### config.mk
export PLATFORM = sky130hd
export DESIGN_NAME = aging_key_table_unit
export DESIGN_NICKNAME = d
export VERILOG_FILES = /design/src/rtl/akt_pkg.sv /design/src/rtl/akt_entry_mem.sv /design/src/rtl/akt_entry_unit.sv /design/src/rtl/aging_key_table_unit.sv
export SDC_FILE = /design/constraint.sdc
export NUM_CORES = 1
export LEC_CHECK = 0
export ABC_AREA = 1
export BUFFER_PORTS_ARGS = -buffer_cell sky130_fd_sc_hd__buf_2
export CORE_ASPECT_RATIO = 0.8
export CORE_UTILIZATION = 40
export DETAILED_ROUTE_END_ITERATION = 10
export PLACE_DENSITY_LB_ADDON = 0.05
export SLEW_MARGIN = 20
export SYNTH_ARGS = -nofsm -noshare
export SYNTH_HDL_FRONTEND = slang
export SYNTH_SLANG_ARGS = --single-unit
### constraint.sdc
create_clock -name clock -period 5.19 [get_ports clock]
set_input_delay 0.7785 -clock clock [delete_from_list [all_inputs] [get_ports clock]]
set_output_delay 0.7785 -clock clock [all_outputs]
set_load 0.01 [all_outputs]
### src/rtl/akt_pkg.sv
// Package for the aging key table: sizes, command and status codes, sequencer
// states and the request, response, table entry and verdict record types.
// No dependencies.
package akt_pkg;

   // Table geometry and field widths
   localparam int ENTRIES      = 16;
   localparam int KEY_BITS     = 32;
   localparam int TIMEOUT_BITS = 16;
   localparam int AGE_BITS     = TIMEOUT_BITS + 1;
   localparam int IDX_BITS     = (ENTRIES > 1) ? $clog2(ENTRIES) : 1;
   localparam logic [IDX_BITS-1:0] LAST_IDX = IDX_BITS'(ENTRIES - 1);

   // Command codes
   localparam logic [1:0] CMD_INSERT = 2'd0;
   localparam logic [1:0] CMD_LOOKUP = 2'd1;
   localparam logic [1:0] CMD_TICK   = 2'd2;

   // Response status codes
   localparam logic STATUS_DONE = 1'b0;
   localparam logic STATUS_FULL = 1'b1;

   typedef enum logic [1:0] {
      ST_IDLE,
      ST_SCAN,
      ST_DONE
   } state_type;

   typedef struct packed {
      logic [1:0]              command;
      logic [KEY_BITS-1:0]     key;
      logic [TIMEOUT_BITS-1:0] timeout;
   } req_type;

   typedef struct packed {
      logic status;
      logic hit;
   } rsp_type;

   typedef struct packed {
      logic [KEY_BITS-1:0]     key;
      logic [TIMEOUT_BITS-1:0] timeout;
      logic [AGE_BITS-1:0]     age;
   } entry_type;

   // Per-entry verdict from the shared compare unit
   typedef struct packed {
      logic                key_match;
      logic                expire;
      logic [AGE_BITS-1:0] age_next;
   } verdict_type;

endpackage

### src/rtl/akt_entry_mem.sv
// Entry store of the aging key table: key, timeout and age per slot.
// One write port, one read port with registered read data. Uses akt_pkg.
module akt_entry_mem (
   input  logic                        clock,
   input  logic                        wr_en,
   input  logic [akt_pkg::IDX_BITS-1:0] wr_addr,
   input  akt_pkg::entry_type          wr_data,
   input  logic [akt_pkg::IDX_BITS-1:0] rd_addr,
   output akt_pkg::entry_type          rd_data
);

   akt_pkg::entry_type mem_ff [akt_pkg::ENTRIES];
   akt_pkg::entry_type rd_data_ff;

   // Write port
   always_ff @(posedge clock) begin
      if (wr_en) begin
         mem_ff[wr_addr] <= wr_data;
      end
   end

   // Registered read port
   always_ff @(posedge clock) begin
      rd_data_ff <= mem_ff[rd_addr];
   end

   assign rd_data = rd_data_ff;

endmodule

### src/rtl/akt_entry_unit.sv
// Shared compare unit of the aging key table: key match, age increment and
// expiry test for the one entry under the scan pointer. Uses akt_pkg.
module akt_entry_unit (
   input  logic                             entry_valid,
   input  akt_pkg::entry_type               entry,
   input  logic [akt_pkg::KEY_BITS-1:0]     key,
   output akt_pkg::verdict_type             verdict
);

   logic [akt_pkg::AGE_BITS-1:0] age_inc;

   // Age wraps at its width; it never gets past timeout plus one anyway
   assign age_inc = entry.age + akt_pkg::AGE_BITS'(1);

   always_comb begin
      verdict.key_match = entry_valid && (entry.key == key);
      verdict.age_next  = age_inc;
      verdict.expire    = age_inc > {1'b0, entry.timeout};
   end

endmodule

### src/rtl/aging_key_table_unit.sv
// Aging key table, top level: sequencer, valid bits and response register.
// Uses akt_pkg, akt_entry_mem and akt_entry_unit.
//
// A request (insert, lookup or tick) is taken when start is high and busy is
// low. Every request walks all ENTRIES slots one per cycle through a single
// compare unit fed by the entry store's read port; busy stays high from the
// accepting edge until the response is registered, so a new request is not
// taken before the last one is through. Exactly one response per request is
// shown on rsp_data for one cycle with rsp_strobe high; the strobe rises in
// the same cycle that busy falls. It is not held, so the receiver must take it
// in that cycle. A new key takes the lowest free slot; an insert of a new key
// into a full table returns status 1 and changes nothing. Valid bits clear at
// reset; no clearing pass is needed.
module aging_key_table_unit (
   input  logic             clock,
   input  logic             reset,
   input  logic             start,
   output logic             busy,
   input  akt_pkg::req_type req_data,
   output logic             rsp_strobe,
   output akt_pkg::rsp_type rsp_data
);

   akt_pkg::state_type state_ff, state_in;
   akt_pkg::req_type   req_ff, req_in;

   logic [akt_pkg::ENTRIES-1:0]  valid_ff, valid_in;
   logic [akt_pkg::IDX_BITS-1:0] issue_idx_ff, issue_idx_in;
   logic                         issue_on_ff, issue_on_in;
   logic [akt_pkg::IDX_BITS-1:0] proc_idx_ff, proc_idx_in;
   logic                         proc_on_ff, proc_on_in;
   logic                         found_ff, found_in;
   logic [akt_pkg::IDX_BITS-1:0] match_idx_ff, match_idx_in;
   logic                         free_found_ff, free_found_in;
   logic [akt_pkg::IDX_BITS-1:0] free_idx_ff, free_idx_in;
   logic                         rsp_strobe_ff, rsp_strobe_in;
   akt_pkg::rsp_type             rsp_data_ff, rsp_data_in;

   logic                         wr_en;
   logic [akt_pkg::IDX_BITS-1:0] wr_addr;
   akt_pkg::entry_type           wr_data;
   akt_pkg::entry_type           rd_data;
   logic                         proc_valid;
   akt_pkg::verdict_type         verdict;

   akt_entry_mem u_mem (
      .clock   (clock),
      .wr_en   (wr_en),
      .wr_addr (wr_addr),
      .wr_data (wr_data),
      .rd_addr (issue_idx_ff),
      .rd_data (rd_data)
   );

   assign proc_valid = valid_ff[proc_idx_ff];

   akt_entry_unit u_unit (
      .entry_valid (proc_valid),
      .entry       (rd_data),
      .key         (req_ff.key),
      .verdict     (verdict)
   );

   // Control registers
   always_ff @(posedge clock) begin
      if (reset) begin
         state_ff      <= akt_pkg::ST_IDLE;
         valid_ff      <= '0;
         issue_on_ff   <= 1'b0;
         proc_on_ff    <= 1'b0;
         found_ff      <= 1'b0;
         free_found_ff <= 1'b0;
         rsp_strobe_ff <= 1'b0;
      end else begin
         state_ff      <= state_in;
         valid_ff      <= valid_in;
         issue_on_ff   <= issue_on_in;
         proc_on_ff    <= proc_on_in;
         found_ff      <= found_in;
         free_found_ff <= free_found_in;
         rsp_strobe_ff <= rsp_strobe_in;
      end
   end

   // Payload registers
   always_ff @(posedge clock) begin
      req_ff       <= req_in;
      issue_idx_ff <= issue_idx_in;
      proc_idx_ff  <= proc_idx_in;
      match_idx_ff <= match_idx_in;
      free_idx_ff  <= free_idx_in;
      rsp_data_ff  <= rsp_data_in;
   end

   // Sequencer: accept, walk every slot, then commit and respond
   always_comb begin
      state_in      = state_ff;
      req_in        = req_ff;
      valid_in      = valid_ff;
      issue_idx_in  = issue_idx_ff;
      issue_on_in   = issue_on_ff;
      proc_idx_in   = issue_idx_ff;
      proc_on_in    = 1'b0;
      found_in      = found_ff;
      match_idx_in  = match_idx_ff;
      free_found_in = free_found_ff;
      free_idx_in   = free_idx_ff;
      rsp_strobe_in = 1'b0;
      rsp_data_in   = rsp_data_ff;
      wr_en         = 1'b0;
      wr_addr       = proc_idx_ff;
      wr_data       = '{key: rd_data.key, timeout: rd_data.timeout, age: verdict.age_next};

      unique case (state_ff)
         akt_pkg::ST_IDLE: begin
            if (start) begin
               state_in      = akt_pkg::ST_SCAN;
               req_in        = req_data;
               issue_idx_in  = '0;
               issue_on_in   = 1'b1;
               found_in      = 1'b0;
               free_found_in = 1'b0;
            end
         end

         akt_pkg::ST_SCAN: begin
            // Read side: step the pointer through the store
            if (issue_on_ff) begin
               proc_on_in = 1'b1;
               if (issue_idx_ff == akt_pkg::LAST_IDX) begin
                  issue_on_in = 1'b0;
               end else begin
                  issue_idx_in = issue_idx_ff + akt_pkg::IDX_BITS'(1);
               end
            end
            // Evaluate side: one entry per cycle through the shared unit
            if (proc_on_ff) begin
               if (verdict.key_match && !found_ff) begin
                  found_in     = 1'b1;
                  match_idx_in = proc_idx_ff;
               end
               if (!proc_valid && !free_found_ff) begin
                  free_found_in = 1'b1;
                  free_idx_in   = proc_idx_ff;
               end
               if (req_ff.command == akt_pkg::CMD_TICK && proc_valid) begin
                  if (verdict.expire) begin
                     valid_in[proc_idx_ff] = 1'b0;
                  end else begin
                     wr_en = 1'b1;
                  end
               end
               if (proc_idx_ff == akt_pkg::LAST_IDX) begin
                  state_in = akt_pkg::ST_DONE;
               end
            end
         end

         akt_pkg::ST_DONE: begin
            state_in            = akt_pkg::ST_IDLE;
            rsp_strobe_in       = 1'b1;
            rsp_data_in.status  = akt_pkg::STATUS_DONE;
            rsp_data_in.hit     = (req_ff.command == akt_pkg::CMD_LOOKUP) && found_ff;
            wr_data             = '{key: req_ff.key, timeout: req_ff.timeout, age: '0};
            wr_addr             = found_ff ? match_idx_ff : free_idx_ff;
            if (req_ff.command == akt_pkg::CMD_INSERT) begin
               if (found_ff || free_found_ff) begin
                  wr_en             = 1'b1;
                  valid_in[wr_addr] = 1'b1;
               end else begin
                  rsp_data_in.status = akt_pkg::STATUS_FULL;
               end
            end
         end

         default: begin
            state_in = akt_pkg::ST_IDLE;
         end
      endcase
   end

   assign busy       = (state_ff != akt_pkg::ST_IDLE);
   assign rsp_strobe = rsp_strobe_ff;
   assign rsp_data   = rsp_data_ff;

endmodule

; Yosys cells after proc, flatten, opt, wreduce, memory -nomap -nowiden
; Memory sizes are Yosys's and may differ from the RTL's. A register that Yosys moved wholly into a read port is not among the register bits.
; Cells that the tools add are included.
[totals]
reg_bits = 91
ram_bits = 1040
in_bits = 53
out_inout_bits = 4
wordCells = 117
n_memories = 1
[memory_table]
columns = memory, depth, width, rd, rd_ports_with_merged_regs, wr, line
row1 = u_mem.mem_ff, 16, 65, 1, 1, 1, akt_entry_mem.sv:12  ; akt_pkg::entry_type mem_ff [akt_pkg::ENTRIES];
[op_classes]
n_addsub = 2
n_lt_le_gt_ge = 5
eq_ne = 18
muxes = 45
bitwise_logic = 4
n_reduce_logical = 26
[ops]
columns = op, n
row1 = two-way mux 16 bit, 5
row2 = two-way mux 65 bit, 1
row3 = == test 32 bit, 1
row4 = one-hot mux 16 bit (2 select lines), 1
row5 = two-way mux 1 bit, 21
row6 = two-way mux 4 bit, 5
row7 = inequality test 2 bit (second input constant), 10
row8 = adder 17 x 1 -> 17 bit (second input constant), 1
row9 = > comparator 17 x 16 -> 1 bit, 1
row10 = AND 16 bit, 1
row11 = inverter 16 bit, 1
row12 = OR 16 bit, 1
row13 = AND reduction 4 bit, 3
row14 = < comparator 4 x 5 -> 1 bit (second input constant), 2
row15 = AND reduction 3 bit, 3
row16 = demux 1 bit (select 4 bit), 2
row17 = == test 4 bit (second input constant), 2
row18 = >= comparator 4 x 1 -> 1 bit (second input constant), 2
row19 = one-hot mux 1 bit (2 select lines), 4
row20 = one-hot mux 4 bit (2 select lines), 1
row21 = logical AND 1 bit, 7
row22 = two-way mux 2 bit, 3
row23 = AND reduction 6 bit, 1
row24 = nonzero test 2 bit, 3
row25 = 12 further kinds, 18

; Depth between registers and ports, before layout
; Gate-level depths: netlist of the first run.
[depth]
depth_word = 10
ltp_mapped = 27
ltp_nobuf = 26

; Hierarchy
; A second synthesis of the first run with hierarchy kept.
[hier_totals]
hier_cells = 5094
area_unflattened_um2 = 51826.0
[by_module_without_submodules]
columns = module, n_inst, cells_per_inst, area_each_um2, seq_area_each_um2
row1 = akt_entry_mem, 1, 4276, 45932.8, 32531.2
row2 = aging_key_table_unit, 1, 580, 4579.4, 2462.4
row3 = akt_entry_unit, 1, 238, 1313.8, 0.0

; Worst setup path before layout of the first run
; No wires, ideal clock.
[synth_path]
kind = register to register
startpoint = register, netlist name u_mem.rd_data[0]
endpoint = memory u_mem.mem_ff[0][0] in the netlist's numbering (enable)
setup_ps = 488
arrival_time_ps = 5269
t_required_ps = 4702
slack_ps = -567
path_stages_with_launch = 22
path_cell_list = dfxtp_1 ha_1 nand3_2 nor2_4 nand3_4 nor2_4 inv_1 nor2_1 nand2_1 xor2_1 inv_1 ha_1 nand2_1 nor2_1 nand3_1 nor3_1 nand3_2 nand2_2 nand2_1 nand2_1 nand3b_1 nor2_1
[synth_via]
elab_chain_cells = 8
[synth_lines]
columns = item, line
row1 = adder 17 x 1 -> 17 bit, akt_entry_unit.sv:13  ; assign age_inc = entry.age + akt_pkg::AGE_BITS'(1);
row2 = > comparator 17 x 16 -> 1 bit, akt_entry_unit.sv:18  ; verdict.expire = age_inc > {1'b0, entry.timeout};
row3 = two-way mux 1 bit, aging_key_table_unit.sv:147  ; if (verdict.expire) begin
row4 = two-way mux 1 bit, aging_key_table_unit.sv:146  ; if (req_ff.command == akt_pkg::CMD_TICK && proc_valid) begin
row5 = two-way mux 1 bit, aging_key_table_unit.sv:137  ; if (proc_on_ff) begin
row6 = one-hot mux 1 bit (2 select lines), aging_key_table_unit.sv:114  ; unique case (state_ff)
row7 = two-way mux 1 bit, akt_entry_mem.sv:17  ; if (wr_en) begin
row8 = two-way mux 1 bit (implied by the code), akt_entry_mem.sv:18  ; mem_ff[wr_addr] <= wr_data;
row9 = to (decl), akt_entry_mem.sv:12
; Every way passes these cells.

; Worst setup path after layout of the first run
[layout_path]
startpoint = register, netlist name u_mem.rd_data[0]
endpoint = memory u_mem.mem_ff[14][21] in the netlist's numbering (enable)
[layout_via]
elab_chain_cells = 8
[layout_lines]
columns = item, line
row1 = adder 17 x 1 -> 17 bit, akt_entry_unit.sv:13
row2 = > comparator 17 x 16 -> 1 bit, akt_entry_unit.sv:18
row3 = two-way mux 1 bit, aging_key_table_unit.sv:147
row4 = two-way mux 1 bit, aging_key_table_unit.sv:146
row5 = two-way mux 1 bit, aging_key_table_unit.sv:137
row6 = one-hot mux 1 bit (2 select lines), aging_key_table_unit.sv:114
row7 = two-way mux 1 bit, akt_entry_mem.sv:17
row8 = two-way mux 1 bit (implied by the code), akt_entry_mem.sv:18
; Every way passes these cells.

==> results.sh, run 1 <==
export IMPL_first_global_vias=28500
export IMPL_rsz0062_at_grt="false"
export IMPL_core_sq_um=117000
export IMPL_cts_tree="done"
export IMPL_async_flop_share=0
export IMPL_fill_cells=10400
export IMPL_postSynthAreaPerCell_sq_um=13.3
export IMPL_worstPathRequired_ps=5610
export IMPL_synth_edff_count=1104
export IMPL_grt_pass1_wl_microns=197000
export IMPL_ys_warn_count=0
export IMPL_finalWirelength_microns=134000
export IMPL_drcViolationCount=0
export IMPL_place_area_sq_um=50000
export IMPL_overflow=0
export IMPL_track_usage=0.226
export IMPL_cts_made_buffers=121
export IMPL_nets=3681
export IMPL_routabilityCongestion=0.841
export IMPL_ios=57
export IMPL_syn_to_final_growth_pct=14.4
export IMPL_yosys_top_cells_count="edfxtp_1 (1104), nor2_1 (650), nand2_1 (341)"
export IMPL_setup_viol=0
export IMPL_p_leak_nw=18.1
export IMPL_syn_area_sq_um=47100
export IMPL_power_density_nw_per_um2=613
export IMPL_yosysMostFrequentCell="edfxtp_1"
export IMPL_clk_latency_ps=740
export IMPL_cts_setup_buffers=0
export IMPL_synthTopCellsByArea="edfxtp_1 (70%), nor2_1 (5.2%), dfxtp_1 (3.9%), o21ai_0 (3.5%), o32ai_1 (2.8%)"
export IMPL_worstPathArrival_ps=5090
export IMPL_crit_slowest_cell="nor2_4"
export IMPL_vdd_ir_drop_max_mv=0.473
export IMPL_fmax_ghz=0.214
export IMPL_crit_path_start_kind="register"
export IMPL_cap_violations=0
export IMPL_antenna_found_initial=3
export IMPL_slew_violations=0
export IMPL_final_area_sq_um=53900
export IMPL_cts_max_path_buffers=3
export IMPL_synthFlopType="edfxtp_1"
export IMPL_htree_levels=3
export IMPL_grt_max_degree=170
export IMPL_crit_path_frequent_cell="nand2_1"
export IMPL_cpPeakStageDelay_ps=690
export IMPL_worst_pin_slew_ps=1130
export IMPL_dp_hpwl_microns=81500
export IMPL_rows=112
export IMPL_slew_headroom=0.244
export IMPL_cts_root_buffer_cell="clkbuf_16"
export IMPL_die_area_sq_um=119000
export IMPL_cp_end_kind="register"
export IMPL_drive_gt1_frac=0.116
export IMPL_synth_top_cell_by_area="edfxtp_1"
export IMPL_synth_cells=3532
export IMPL_fin_hold_ws_ps=206
export IMPL_ctsResizeCount=0
export IMPL_crit_chain="ha_1, nand3_2, nor2_4, nand3_4, nor2_4, inv_1, nor2_1, nand2_1, xor2_1, inv_1, ha_1, nand2_1, nor2_1, nand3_1, nor3_1, nand3_2, nand2_2, nand2_1, nand2_1, nand3_1, nor2_4, buf_4"
export IMPL_status="complete, no violations"
export IMPL_synth_seq_cells=1196
export IMPL_skew_ps=33.2
export IMPL_hold_class="primary input to register"
export IMPL_path_clk_slew_ps=60
export IMPL_port_buffers=56
export IMPL_antenna_left=0
export IMPL_synth_top_cell_area_share=0.704
export IMPL_vias_per_cell=5.54
export IMPL_die_w_microns=386
export IMPL_initial_utilization=0.404
export IMPL_fin_crit_sh=0.900
export IMPL_drt_first_pass_iters=5
export IMPL_critPathMaxFanout=13
export IMPL_cts_num_sinks=1196
export IMPL_finalCriticalPeriod_ps=4670
export IMPL_critPathKind="register to register"
export IMPL_syn_nets=3606
export IMPL_post_drt_wl_per_cell_microns=25.6
export IMPL_die_y_microns=309
export IMPL_finalHoldViolCount=0
export IMPL_first_iter_violations=2795
export IMPL_holdBufCountCts=0
export IMPL_via_count=29100
export IMPL_synth_seq_area_share=0.743
export IMPL_synth_cell_types=48
-- area by class of cell --
class	count	area, sq um	share of cell area
Clock buffer	166	3340	0.0619
Clock inverter	61	607	0.0113
Inverter	123	473	0.00877
Multi-Input combinational cell	1996	11000	0.204
Antenna cell	2	5.00	0.0000928
Timing Repair Buffer	169	1580	0.0293
Sequential cell	1196	35000	0.649
Tap cell	1539	1930	0.0357
-- state kept, by name, summed over array words and instances, names as in the netlist --
register,count
match_idx_ff,4
rsp_strobe,1
free_found_ff,1
free_idx_ff,4
rsp_data,2
state_ff,2
found_ff,1
proc_idx_ff,4
u_mem.rd_data,65
req_ff,50
issue_idx_ff,4
proc_on_ff,1
issue_on_ff,1
valid_ff,16
u_mem.mem_ff,1040
-- cell usage in the layout (no fill, tap or decap), types with 19 or more instances in the layout --
cell type	netlist	final
clkbuf_1	170	33
nor2_4	2	19
mux2i_1	107	107
edfxtp_1	1104	1104
clkinv_2	0	25
inv_1	117	114
dfxtp_1	92	92
buf_12	0	36
ha_1	21	20
o21ai_0	333	313
buf_2	25	56
clkbuf_16	0	123
nand2_1	341	341
buf_4	2	77
o221ai_1	107	107
a21oi_1	19	19
nor2_1	650	625
o32ai_1	153	153
o211ai_1	23	23
nand3_1	135	135
-- per-layer routing --
layer	vias to the layer above	track usage	routed length, microns
met5	-	0	0
met4	0	0.0604	3540
met3	179	0.0382	7040
met2	764	0.341	59700
met1	14900	0.336	64100
li1	13200	-	-
-- report_power, final --
part	switching, mW	leakage [nW]	internal, mW
Sequential	0.355	10.8	12.8
Combinational	8.40	5.38	2.78
Clock	3.74	1.94	4.99
Total	12.5	18.1	20.6
-- per-stage QoR --
stage	instances	setup WS (ps)	power, mW	util	setup TNS, ps
after CTS	5250	496	33.3	0.462	0
after global routing	5250	122	34.6	0.462	0
after detailed placement	5023	535	24.6	0.428	0
after global placement	5023	539	24.6	0.428	0
final	5252	519	33.0	0.462	0
after floorplan	3532	-567	19.5	-	-586180
-- path summary, 6_finish.rpt --
check | to | slack, ps | cells after the start | start
max | u_mem.mem_ff[14][21]$_DFFE_PP_ | 520 | 22 | u_mem.rd_data[0]$_DFF_P_
min | req_ff[46]$_DFFE_PP_ | 210 | 1 | req_data[46]
max reg2reg | u_mem.mem_ff[14][21]$_DFFE_PP_ | 520 | 22 | u_mem.rd_data[0]$_DFF_P_
min reg2reg | proc_on_ff$_SDFF_PP0_ | 490 | 2 | issue_on_ff$_SDFFE_PP0P_
-- critical path: cells and delay by family (launching register included) --
kind / cells / cell delay [ps]
AND/OR/NAND/NOR: 16 / 2680
adder cells (fa/ha/maj): 2 / 540
buffers and inverters: 3 / 500
flip-flops: 1 / 400
XOR/XNOR: 1 / 220
-- logic make-up (layout without fill, tap and decap cells) --
kind of cell             Yosys count  count (layout)  share of synthesized area
multiplexers                     107             107                     0.0227
flip-flops                      1196            1196                      0.743
buffers and inverters            340             519                     0.0282
adder cells (fa/ha/maj)           21              21                    0.00558
AO/OA/AOI/OAI                    668             668                     0.0949
XOR/XNOR                          23              23                    0.00428
AND/OR/NAND/NOR                 1177            1177                      0.101
other                              0               2                          0
(Power assumes the default switching activity.)
==> run 2: changes to the inputs <==
- CORE_ASPECT_RATIO: 0.8 -> 0.5
- CORE_MARGIN: unset -> 2
==> results.sh, run 2 (synthesis results as in run 1) <==
export IMPL_hold_class="primary input to register"
export IMPL_clk_latency_ps=710
export IMPL_cts_root_buffer_cell="clkbuf_16"
export IMPL_p_comb_frac=0.333
export IMPL_skew_ps=18.8
export IMPL_final_common_cell="edfxtp_1"
export IMPL_htree_levels=3
export IMPL_core_sq_um=116000
export IMPL_die_area_sq_um=121000
export IMPL_overflow=0
export IMPL_worst_pin_slew_ps=1050
export IMPL_largest_reg_flops=1040
export IMPL_first_iter_violations=2454
export IMPL_cap_violations=0
export IMPL_critPathMaxFanout=53
export IMPL_fmax_ghz=0.230
export IMPL_fin_crit_sh=0.839
export IMPL_cts_made_buffers=107
export IMPL_die_y_microns=247
export IMPL_grt_max_degree=155
export IMPL_p_leak_nw=17.8
export IMPL_slew_violations=0
export IMPL_die_w_microns=489
export IMPL_track_usage=0.216
export IMPL_cts_num_sinks=1196
export IMPL_fill_cells=10400
export IMPL_antenna_left=0
export IMPL_rsz0062_at_grt="false"
export IMPL_p_clk_frac=0.255
export IMPL_initial_utilization=0.406
export IMPL_ios=57
export IMPL_intPower_mw=20.0
export IMPL_setup_tns_final_ps=0
export IMPL_multi_input_area_sq_um=11000
export IMPL_post_drt_wl_per_cell_microns=24.7
export IMPL_seq_area_sq_um=35000
export IMPL_finalWirelength_microns=129000
export IMPL_ctsResizeCount=0
export IMPL_vdd_ir_drop_max_mv=0.406
export IMPL_place_area_sq_um=49700
export IMPL_power_switching_mw=11.8
export IMPL_holdBufCountCts=0
export IMPL_via_count=28700
export IMPL_power_density_nw_per_um2=598
export IMPL_critPathKind="register to register"
export IMPL_finalCriticalPeriod_ps=4350
export IMPL_dp_hpwl_microns=75100
export IMPL_rows=88
export IMPL_drive_gt1_frac=0.107
export IMPL_drcViolationCount=0
export IMPL_top_register="u_mem.mem_ff"
export IMPL_p_sw_frac=0.371
export IMPL_seq_power_share=0.412
export IMPL_layout_common_cells="edfxtp_1 (1104), nor2_1 (628), nand2_1 (341), o21ai_0 (300), o32ai_1 (153)"
export IMPL_first_global_vias=28000
export IMPL_routabilityCongestion=0.803
export IMPL_cts_setup_buffers=0
export IMPL_slew_headroom=0.302
export IMPL_grt_pass1_wl_microns=192000
export IMPL_status="complete, no violations"
export IMPL_final_area_sq_um=53300
export IMPL_finalHoldViolCount=0
export IMPL_drt_first_pass_iters=5
export IMPL_syn_to_final_growth_pct=13.1
export IMPL_worstPathArrival_ps=4700
export IMPL_nets=3649
export IMPL_cp_end_kind="register"
export IMPL_cts_tree="done"
export IMPL_path_clk_slew_ps=70
export IMPL_port_buffers=56
export IMPL_worstPathRequired_ps=5530
export IMPL_vias_per_cell=5.48
export IMPL_crit_path_start_kind="register"
export IMPL_setup_viol=0
export IMPL_cts_max_path_buffers=3
export IMPL_antenna_found_initial=9
==> run 2: cell count changes in the layout (fill, tap and decap cells not counted), moves of 5 or more <==
cell       previous run  this run
clkinv_1             18        10
buf_12               36        26
o21ai_1              11        24
clkbuf_16           123       109
buf_4                77        69
o21ai_0             313       300
clkbuf_1             33        28
==> run 2: worst max-delay path: stages, from the launching register on <==
cell,delay [ps]
dfxtp_1,400
ha_1,220
nand3_2,120
nor2_4,140
nand3_4,110
nor2_4,110
inv_1,60
nor2_1,130
nand2_1,80
xor2_1,170
inv_1,60
ha_1,310
nand2_1,100
nor2_1,110
nand3_1,70
nor3_1,240
nand3_2,110
nand2_2,160
nand2_1,70
nand2_1,140
nand3b_1,370
nor2_4,240
buf_12,380
==> run 2: power by group through the flow <==
stage	Sequential, mW	Clock (mW)	Combinational [mW]
5_1_grt	13.2	8.69	11.7
4_1_cts	13.1	8.31	10.8
6_report	13.1	8.11	10.6
3_5_place_dp	13.3	0	10.8
3_3_place_gp	13.3	0	10.8
2_1_floorplan	13.2	0	6.34
==> run 2: final timing paths <==
check | startpoint | to | slack, ps | cells past startpoint
hold reg to reg | issue_on_ff$_SDFFE_PP0P_ | proc_on_ff$_SDFF_PP0_ | 460 | 2
setup reg to reg | u_mem.rd_data[0]$_DFF_P_ | u_mem.mem_ff[11][5]$_DFFE_PP_ | 840 | 22
hold / removal | req_data[16] | req_ff[16]$_DFFE_PP_ | 240 | 1
setup / recovery | u_mem.rd_data[0]$_DFF_P_ | u_mem.mem_ff[11][5]$_DFFE_PP_ | 840 | 22
==> run 2: metrics by stage <==
stage / std cells / hold slack (ps) / util / total power [mW] / setup slack (ps)
finish: 5241 / 243 / 0.459 / 31.8 / 838
global route: 5240 / 185 / 0.459 / 33.6 / 363
CTS: 5239 / 177 / 0.459 / 32.2 / 764
detailed placement: 5041 / 444 / 0.429 / 24.1 / 808
global placement: 5041 / 440 / 0.429 / 24.1 / 860
floorplan: 3532 / 370 / - / 19.5 / -567
==> run 2: routing by layer <==
| layer | wire, microns | global-route usage |
|---|---|---|
| met1 | 61000 | 0.315 |
| met2 | 58300 | 0.330 |
| met3 | 7010 | 0.0395 |
| met4 | 3150 | 0.0576 |
| met5 | 22 | 0 |
==> run 2: final cells by class <==
class | count | area share
clock buffers | 149 | 0.0563
flip-flops and latches | 1196 | 0.657
repair buffers | 151 | 0.0248
diodes | 2 | 0.0000940
well taps | 1575 | 0.0370
clock inverters | 49 | 0.00961
multi-input cells | 1996 | 0.206
inverters | 123 | 0.00895
